<file path="config.mk">
export PLATFORM = sky130hd
export DESIGN_NAME = lome_ctrl
export DESIGN_NICKNAME = d
export VERILOG_FILES = /design/src/hdl/lome_pkg.sv /design/src/hdl/lome_ctrl.sv
export SDC_FILE = /design/constraint.sdc
export NUM_CORES = 1
export LEC_CHECK = 0
export BUFFER_PORTS_ARGS = -buffer_cell sky130_fd_sc_hd__clkbuf_2
export CORE_UTILIZATION = 52
export CTS_CLUSTER_SIZE = 12
export DETAILED_ROUTE_END_ITERATION = 6
export PLACE_DENSITY = 0.76
export SLEW_MARGIN = 20
export SYNTH_ARGS = -nofsm -noshare
export SYNTH_HDL_FRONTEND = slang
export SYNTH_SLANG_ARGS = --single-unit
</file>
<file path="constraint.sdc">
create_clock -name clock -period 4.5 [get_ports clock]
set_input_delay 0.45 -clock clock [delete_from_list [all_inputs] [get_ports clock]]
set_output_delay 0.45 -clock clock [all_outputs]
set_load 0.1 [all_outputs]
</file>
<file path="src/hdl/lome_pkg.sv">
// lome_pkg: shared constants, datapath command codes and the control/status
// structs used between the controller and the datapath of the move engine.
// No dependencies.
package lome_pkg;

   localparam int NODE_W            = 10;
   localparam int OP_W              = 2;
   localparam int NODE_LIMIT        = 1023;
   localparam int MAX_NODES_DEFAULT = 1023;

   localparam logic [NODE_W-1:0] LEN_RESET = 10'd1023;

   localparam logic [OP_W-1:0] OP_INIT = 2'd0;
   localparam logic [OP_W-1:0] OP_MOVE = 2'd1;
   localparam logic [OP_W-1:0] OP_READ = 2'd2;

   typedef enum logic [3:0] {
      DP_NONE,
      DP_LATCH,
      DP_INIT_START,
      DP_SWEEP,
      DP_READ_ISSUE,
      DP_READ_DONE,
      DP_SET_ERR,
      DP_MOVE_NOOP,
      DP_MOVE_RD,
      DP_MOVE_UNLINK,
      DP_MOVE_LINK1,
      DP_MOVE_LINK2
   } dp_op_type;

   typedef struct packed {
      dp_op_type op;
      logic      load_rsp;
   } dp_cmd_type;

   typedef struct packed {
      logic [OP_W-1:0] opcode;
      logic            move_bad;
      logic            move_noop;
      logic            sweep_last;
   } dp_status_type;

   // init length forced into 1..max_len
   function automatic logic [NODE_W-1:0] clamp_len(input logic [NODE_W-1:0] len,
                                                   input logic [NODE_W-1:0] max_len);
      logic [NODE_W-1:0] res;
      if (len == '0) begin
         res = 10'd1;
      end else if (len > max_len) begin
         res = max_len;
      end else begin
         res = len;
      end
      return res;
   endfunction

endpackage

</file>
<file path="src/hdl/lome_ctrl.sv">
// lome_ctrl: sequencer of the move engine; steps the datapath through init
// sweeps, reads and the unlink/relink phases of a move, and owns the handshakes.
// Depends on lome_pkg.
module lome_ctrl (
   input  logic                    clock,
   input  logic                    reset,
   input  logic                    req_valid,
   output logic                    req_stall,
   output logic                    rsp_valid,
   input  logic                    rsp_stall,
   input  lome_pkg::dp_status_type status,
   output lome_pkg::dp_cmd_type    cmd
);

   typedef enum logic [8:0] {
      S_SWEEP     = 9'b000000001,
      S_IDLE      = 9'b000000010,
      S_DECODE    = 9'b000000100,
      S_READ_WAIT = 9'b000001000,
      S_UNLINK    = 9'b000010000,
      S_LINK1     = 9'b000100000,
      S_LINK2     = 9'b001000000,
      S_DONE      = 9'b010000000,
      S_SPARE     = 9'b100000000
   } state_type;

   state_type state_ff, state_in;
   logic      report_ff, report_in;
   logic      rsp_valid_ff, rsp_valid_in;

   always_comb begin
      state_in     = state_ff;
      report_in    = report_ff;
      rsp_valid_in = rsp_valid_ff;
      cmd.op       = lome_pkg::DP_NONE;
      cmd.load_rsp = 1'b0;
      if (rsp_valid_ff && !rsp_stall) begin
         rsp_valid_in = 1'b0;
      end
      unique case (state_ff)
         S_SWEEP: begin
            cmd.op = lome_pkg::DP_SWEEP;
            if (status.sweep_last) begin
               // the sweep after reset gives no item
               state_in = report_ff ? S_DONE : S_IDLE;
            end
         end
         S_IDLE: begin
            if (req_valid) begin
               cmd.op   = lome_pkg::DP_LATCH;
               state_in = S_DECODE;
            end
         end
         S_DECODE: begin
            priority if (status.opcode == lome_pkg::OP_INIT) begin
               cmd.op    = lome_pkg::DP_INIT_START;
               report_in = 1'b1;
               state_in  = S_SWEEP;
            end else if (status.opcode == lome_pkg::OP_MOVE) begin
               priority if (status.move_bad) begin
                  cmd.op   = lome_pkg::DP_SET_ERR;
                  state_in = S_DONE;
               end else if (status.move_noop) begin
                  cmd.op   = lome_pkg::DP_MOVE_NOOP;
                  state_in = S_DONE;
               end else begin
                  cmd.op   = lome_pkg::DP_MOVE_RD;
                  state_in = S_UNLINK;
               end
            end else if (status.opcode == lome_pkg::OP_READ) begin
               cmd.op   = lome_pkg::DP_READ_ISSUE;
               state_in = S_READ_WAIT;
            end else begin
               state_in = S_DONE;
            end
         end
         S_READ_WAIT: begin
            cmd.op   = lome_pkg::DP_READ_DONE;
            state_in = S_DONE;
         end
         S_UNLINK: begin
            cmd.op   = lome_pkg::DP_MOVE_UNLINK;
            state_in = S_LINK1;
         end
         S_LINK1: begin
            cmd.op   = lome_pkg::DP_MOVE_LINK1;
            state_in = S_LINK2;
         end
         S_LINK2: begin
            cmd.op   = lome_pkg::DP_MOVE_LINK2;
            state_in = S_DONE;
         end
         S_DONE: begin
            if (!rsp_valid_ff || !rsp_stall) begin
               cmd.load_rsp = 1'b1;
               rsp_valid_in = 1'b1;
               state_in     = S_IDLE;
            end
         end
         default: begin
            state_in = S_IDLE;
         end
      endcase
   end

   always_ff @(posedge clock) begin
      if (reset) begin
         state_ff     <= S_SWEEP;
         report_ff    <= 1'b0;
         rsp_valid_ff <= 1'b0;
      end else begin
         state_ff     <= state_in;
         report_ff    <= report_in;
         rsp_valid_ff <= rsp_valid_in;
      end
   end

   assign req_stall = (state_ff != S_IDLE);
   assign rsp_valid = rsp_valid_ff;

endmodule

</file>
### Yosys cells after proc, flatten, opt, wreduce, memory -nomap -nowiden

Cells that the tools add are included.

| word-level totals | value |
|---|---|
| output and inout port bits | 7 |
| input port bits | 9 |
| word-level logic and storage cells | 47 |
| register bits | 11 |

| operators by class | value |
|---|---|
| reduce and logical (&&, ||, !) cells | 8 |
| equal/unequal tests | 14 |
| muxes and demuxes | 22 |

Operators by type and width:

| operator | count |
|---|---|
| $pmux 9 s7 | 1 |
| $mux 9 | 5 |
| $mux 8 | 4 |
| $pmux 4 s7 | 1 |
| $mux 4 | 4 |
| $eq 9x1->1 const B | 1 |
| $eq 9x2->1 const B | 1 |
| $eq 9x3->1 const B | 1 |
| $eq 9x4->1 const B | 1 |
| $eq 9x5->1 const B | 1 |
| $eq 9x6->1 const B | 1 |
| $eq 9x7->1 const B | 1 |
| $eq 9x8->1 const B | 1 |
| $ne 9x2->1 const B | 1 |
| $mux 1 | 6 |
| $ne 2x2->1 const B | 3 |
| $mux 3 | 1 |
| $reduce_and 3->1 | 1 |
| $eq 2x1->1 const B | 1 |
| $eq 2x2->1 const B | 1 |
| $logic_not 1->1 | 2 |
| $logic_not 2->1 | 1 |
| $reduce_and 2->1 | 1 |
| $reduce_or 2->1 | 1 |
| other kinds (2) | 2 |

### Logic depth before layout (Yosys ltp)

Gate-level depths: netlist (run 1).

| logic depth | value |
|---|---|
| word-level depth | 5 |
| mapped depth | 6 |
| gate-level depth less buffers | 5 |

### Worst setup path before layout (run 1)

Ideal clock, no wire load.

| timing path | value |
|---|---|
| path type | register -> output |
| start | register state_ff[4] |
| end | output cmd[1] (netlist name) |
| buffers on the path | 1 |
| required time | 4.050 ns |
| slack | 0.414 ns |
| stages on the path, launching flop included | 5 |
| arrival | 3.636 ns |
| path through | dfxtp_1 > buf_6 > or4_4 > or4_1 > o2111ai_1 |

RTL lines:

| item | RTL line | RTL |
|---|---|---|
| start: declaration | lome_ctrl.sv:27 | `state_type state_ff, state_in;` |
| start signal: assignment | lome_ctrl.sv:112 | `state_ff <= state_in;` |
| end: declaration | lome_ctrl.sv:12 | `output lome_pkg::dp_cmd_type cmd` |

==> impl_metrics.json, run 1 <==
{
  "finalNetCount": 113,
  "crit_start": "state_ff[4]$_SDFFE_PP0P_",
  "syn_inst": 86,
  "netlist_area_um2": 677,
  "cts-root-buf": "clkbuf_4",
  "cap_violations": 0,
  "peakVddDrop_mv": 0.194,
  "cts-buffers-inserted": 3,
  "synth_cell_types": 32,
  "worst_path_dominant_cell_family": "simple AND/OR/NAND/NOR gates",
  "max_stage_delay_ns": 0.59,
  "antenna_cells": 0,
  "synth_edf_count": 0,
  "worst-path-buf-inv": 1,
  "syn_to_final_growth_pct": 16.8,
  "cts_buffer_depth": 2,
  "drtPass1Iterations": 4,
  "period_share": 0.653,
  "post-route-drc-count": 0,
  "crit_slowest_cell": "or4_4",
  "clk_pin_slew_ns": 0.07,
  "pre_cts_ws_ns": 1.87,
  "p_per_area_nw_per_um2": 334,
  "required_ns": 4.05,
  "setup_tns_ns": 0,
  "clock-sinks": 10,
  "finish.utilization": 0.684,
  "cts_hold_buf": 0,
  "min_path_cells": 3,
  "core-area_um2": 1160,
  "grt_pass1_vias": 582,
  "drv_slew": 0,
  "chipWidth_um": 38.1,
  "min_to": "rsp_valid$_SDFF_PP0_",
  "gr-total-overflow": 0,
  "drt_iter0_markers": 13,
  "vias": 705,
  "status": "complete, no violations",
  "viasPerCell": 6.03,
  "clock_skew_ns": 0.00377,
  "synthArstFlopShare": 0,
  "cts_setup_buffers": 0,
  "hpwl_mm": 1.18,
  "rrSetupSlack_ns": 2.43,
  "r2r-end": "state_ff[7]$_SDFFE_PP0P_",
  "die_height_um": 38.1,
  "timing.rr.start": "state_ff[4]$_SDFFE_PP0P_",
  "hold_class": "primary input to flip-flop",
  "cts_resized": 0,
  "dieArea_um2": 1450,
  "grt_max_degree": 11,
  "postRouteAntennaNets": 0,
  "drive_above_1_share": 0.262,
  "power_w": 0.000264,
  "fmax_mhz": 340,
  "start_util": 0.585,
  "ioPinCount": 16,
  "fin_crit_ns": 2.94,
  "clk_latency_ns": 0.27,
  "worstPathMaxFanout": 10,
  "tightest_slew_ns": 0.543,
  "grt_use_total": 0.246,
  "syn_area_per_cell_um2": 7.87,
  "cts_tree": "done",
  "reg2reg_depth": 5,
  "hold_viol_final": 0,
  "worst_slack_ns": 1.56,
  "critical_path_class": "flip-flop to primary output",
  "worstHoldStart": "rsp_stall",
  "ys_seq_area_frac": 0.296,
  "setup_viol": 0,
  "final_common_cell": "clkbuf_2",
  "yosys_warnings": 0,
  "worstPathArrival_ns": 2.49,
  "num_rows": 12,
  "endpoint_kind": "primary output",
  "start_kind": "flip-flop",
  "synth_nets": 95,
  "htree_num_levels": 1,
  "wl_mm": 1.54,
  "path_cells": "or4_4 -> or4_1 -> o2111ai_1 -> clkbuf_2",
  "slew_headroom": 0.639,
  "antenna_found_initial": 0,
  "place.gp.congestion": 0.768,
  "synth_flop_cell": "dfxtp_1",
  "most-common-layout-cells": "clkbuf_2, dfxtp_1, nor2_1",
  "total_leakage_power_nw": 0.330,
  "wl_per_cell_um": 13.2,
  "grt_setup_unrepaired": "false",
  "grt_pass1_wl_mm": 2.48,
  "synth_seq_cells": 10,
  "hold_slack_ns": 0.451,
  "numPortBuffers": 15
}
==> metal layers <==
layer  vias to the layer above  track usage  share of wire
met5                         -            0              0
met4                         0       0.0804         0.0097
met3                         3       0.0523          0.049
met2                        24        0.407           0.46
met1                       317        0.314           0.48
li1                        361            -              -
==> logic make-up after synthesis <==
logic type / share of synthesized area
AND/OR/NAND/NOR: 0.401
flip-flops: 0.296
XOR/XNOR: 0.0259
buffers and inverters: 0.0499
AO/OA/AOI/OAI: 0.227
==> flip-flops by register name, summed over array words and instances (netlist names) <==
register,count
report_ff,1
rsp_valid,1
state_ff,8
==> power by group <==
part	total (W)	internal [W]	switching, W
Combinational	0.0000835	0.0000243	0.0000592
Sequential	0.0000971	0.0000915	0.00000565
Clock	0.0000838	0.0000492	0.0000346
Total	0.000264	0.000165	0.0000995
==> Yosys cell counts, types with 2 or more instances <==
library cell,count,share of area
nor4_1,6,0.055
nand2b_1,6,0.055
nor2_1,7,0.039
dfxtp_1,10,0.30
nor2b_1,4,0.037
or4_4,2,0.033
or4_1,4,0.044
nand3_1,2,0.015
a21oi_1,6,0.044
o21ai_0,5,0.037
nor3_1,2,0.015
nand2_1,6,0.033
or3_1,3,0.028
inv_1,5,0.028
==> worst max path at each step <==
stage	to	cells after the start
floorplan	cmd[1]	4
global placement	cmd[1]	4
detailed placement	cmd[1]	4
CTS	cmd[1]	4
global route	cmd[1]	4
finish	cmd[1]	4
==> tightest hold or removal path: cells and delay by family <==
kind	cells	cell delay (ns)
and+or+nand+nor	1	0.07
AOI/OAI and AO/OA	1	0.06
buffers and inverters	1	0.09
==> final cells by class <==
| class | instances | area, um2 |
|---|---|---|
| clock buffer | 4 | 36.3 |
| sequential | 10 | 200 |
| inverter | 5 | 18.8 |
| timing repair buffer | 15 | 75.1 |
| fill | 89 | 365 |
| multi-input combinational | 69 | 443 |
| tap | 14 | 17.5 |
==> metrics by stage <==
stage                     std cells  area [um2]
after detailed placement        113         754
after global routing            117         791
final                           117         791
after global placement          113         754
after floorplan                  86         677
after CTS                       117         791
No activity file was read; power rests on OpenSTA's default activity.
==> run 2, diff against run 1 <==
--- a/config.mk
+++ b/config.mk
@@ -6,10 +6,10 @@
 export NUM_CORES = 1
 export LEC_CHECK = 0
 export BUFFER_PORTS_ARGS = -buffer_cell sky130_fd_sc_hd__clkbuf_2
-export CORE_UTILIZATION = 52
+export CORE_UTILIZATION = 46
 export CTS_CLUSTER_SIZE = 12
 export DETAILED_ROUTE_END_ITERATION = 6
-export PLACE_DENSITY = 0.76
+export PLACE_DENSITY = 0.71
 export SLEW_MARGIN = 20
 export SYNTH_ARGS = -nofsm -noshare
 export SYNTH_HDL_FRONTEND = slang
==> constraint.sdc (replaced) <==
create_clock -name clock -period 2.6 [get_ports clock]
set_input_delay 0.26 -clock clock [delete_from_list [all_inputs] [get_ports clock]]
set_output_delay 0.26 -clock clock [all_outputs]
set_load 0.1 [all_outputs]
==> impl_metrics.json, run 2 (synthesized netlist as in run 1, its figures left out) <==
{
  "status": "complete, no violations",
  "final_common_cell": "clkbuf_2",
  "wl_per_cell_um": 13.4,
  "gr-total-overflow": 0,
  "worst_slack_ns": 0.0679,
  "p_int_w": 0.000302,
  "drv_slew": 0,
  "seqPwrFrac": 0.351,
  "drt_iter0_markers": 24,
  "post-route-drc-count": 0,
  "most-common-layout-cells": "clkbuf_2, dfxtp_1, nor2_1",
  "cts_resized": 0,
  "antenna_cells": 0,
  "p_sw_frac": 0.370,
  "htree_num_levels": 1,
  "grt_max_degree": 11,
  "antenna_found_initial": 0,
  "viasPerCell": 5.90,
  "placed_area_um2": 808,
  "start_util": 0.508,
  "max_stage_delay_ns": 0.59,
  "chipWidth_um": 40.4,
  "finalNetCount": 114,
  "clk_pin_slew_ns": 0.07,
  "syn_to_final_growth_pct": 24.8,
  "worstPathArrival_ns": 2.27,
  "reg2reg_depth": 5,
  "hold_viol_final": 0,
  "endpoint_kind": "primary output",
  "p_per_area_nw_per_um2": 567,
  "total_leakage_power_nw": 0.345,
  "dieArea_um2": 1630,
  "cts_buffer_depth": 2,
  "clk_latency_ns": 0.27,
  "core-area_um2": 1330,
  "tightest_slew_ns": 0.539,
  "fin_crit_ns": 2.53,
  "place.gp.congestion": 0.788,
  "setup_viol": 0,
  "wl_mm": 1.59,
  "grt_setup_unrepaired": "false",
  "worstPathMaxFanout": 10,
  "fmax_mhz": 395,
  "final_cell_area_um2": 845,
  "crit_slowest_cell": "or4_4",
  "num_rows": 13,
  "hold_class": "primary input to flip-flop",
  "postRouteAntennaNets": 0,
  "fillers": 113,
  "cts_setup_buffers": 0,
  "power_w": 0.000479,
  "numPortBuffers": 15,
  "clock-sinks": 10,
  "grt_use_total": 0.239,
  "clock_skew_ns": 0.00160,
  "start_kind": "flip-flop",
  "largest_reg_flops": 8,
  "cts-root-buf": "clkbuf_4",
  "vias": 702,
  "cts_hold_buf": 0,
  "p_switching_w": 0.000177,
  "combPwrFrac": 0.345,
  "largest-register": "state_ff",
  "cts-buffers-inserted": 3,
  "hold_slack_ns": 0.259,
  "pre_cts_ws_ns": 0.361,
  "drtPass1Iterations": 4,
  "clockPowerShare": 0.303,
  "hpwl_mm": 1.19,
  "ioPinCount": 16,
  "critical_path_class": "flip-flop to primary output",
  "slew_headroom": 0.642,
  "min_path_cells": 2,
  "die_height_um": 40.4,
  "path_cells": "or4_4 -> or4_1 -> o2111ai_4 -> buf_12",
  "required_ns": 2.34,
  "period_share": 0.974,
  "cts_tree": "done",
  "grt_pass1_wl_mm": 2.54,
  "drive_above_1_share": 0.298,
  "grt_pass1_vias": 589,
  "cap_violations": 0,
  "peakVddDrop_mv": 0.384
}
run 2: cell types whose count changed in the layout (fill, tap and decap cells not counted):
cell	change
a21oi_2	+1
buf_4	+3
o2111ai_1	-1
a21oi_1	-1
clkbuf_2	-3
o21ai_0	-1
buf_12	+1
o21ai_2	+1
o2111ai_4	+1
run 2: path summary, 6_finish.rpt:
path / startpoint / to / slack [ns]
setup / recovery: state_ff[4]$_SDFFE_PP0P_ / cmd[1] / 0.07
hold reg to reg: report_ff$_SDFFE_PP0P_ / report_ff$_SDFFE_PP0P_ / 0.47
setup reg to reg: state_ff[4]$_SDFFE_PP0P_ / state_ff[7]$_SDFFE_PP0P_ / 0.55
hold / removal: reset / rsp_valid$_SDFF_PP0_ / 0.26
run 2: cell type report:
type                       count  area [um2]  area share
sequential                    10         200       0.237
timing repair buffer          16         103       0.121
inverter                       5        18.8      0.0222
tap                           15        18.8      0.0222
clock buffer                   4        36.3      0.0430
multi-input combinational     69         468       0.554
run 2: per-layer routing:
| metal | wire length (um) | GRT usage |
|---|---|---|
| met5 | 0 | 0 |
| met4 | 38 | 0.150 |
| met3 | 65 | 0.0333 |
| met2 | 731 | 0.377 |
| met1 | 754 | 0.302 |
run 2: worst max-delay path: cells and delay by family (launching register included):
kind,cells,cell delay [ns]
AND/OR/NAND/NOR,2,1.16
flip-flops,1,0.40
AO/OA/AOI/OAI,1,0.24
buffers and inverters,1,0.20
run 2: through the flow:
step | std cells | TNS (ns) | utilization
final | 119 | 0 | 0.633
after detailed placement | 115 | 0 | 0.606
after floorplan | 86 | -0.388 | -
after global routing | 119 | 0 | 0.633
after global placement | 115 | 0 | 0.606
after CTS | 119 | 0 | 0.633
run 2: power groups by stage:
stage / Combinational, W / Sequential, W / Clock [W]
after floorplan: 0.000124 / 0.000168 / 0
after global placement: 0.000164 / 0.000171 / 0
after detailed placement: 0.000165 / 0.000171 / 0
after CTS: 0.000166 / 0.000168 / 0.000143
after global routing: 0.000176 / 0.000169 / 0.000148
final: 0.000165 / 0.000168 / 0.000145
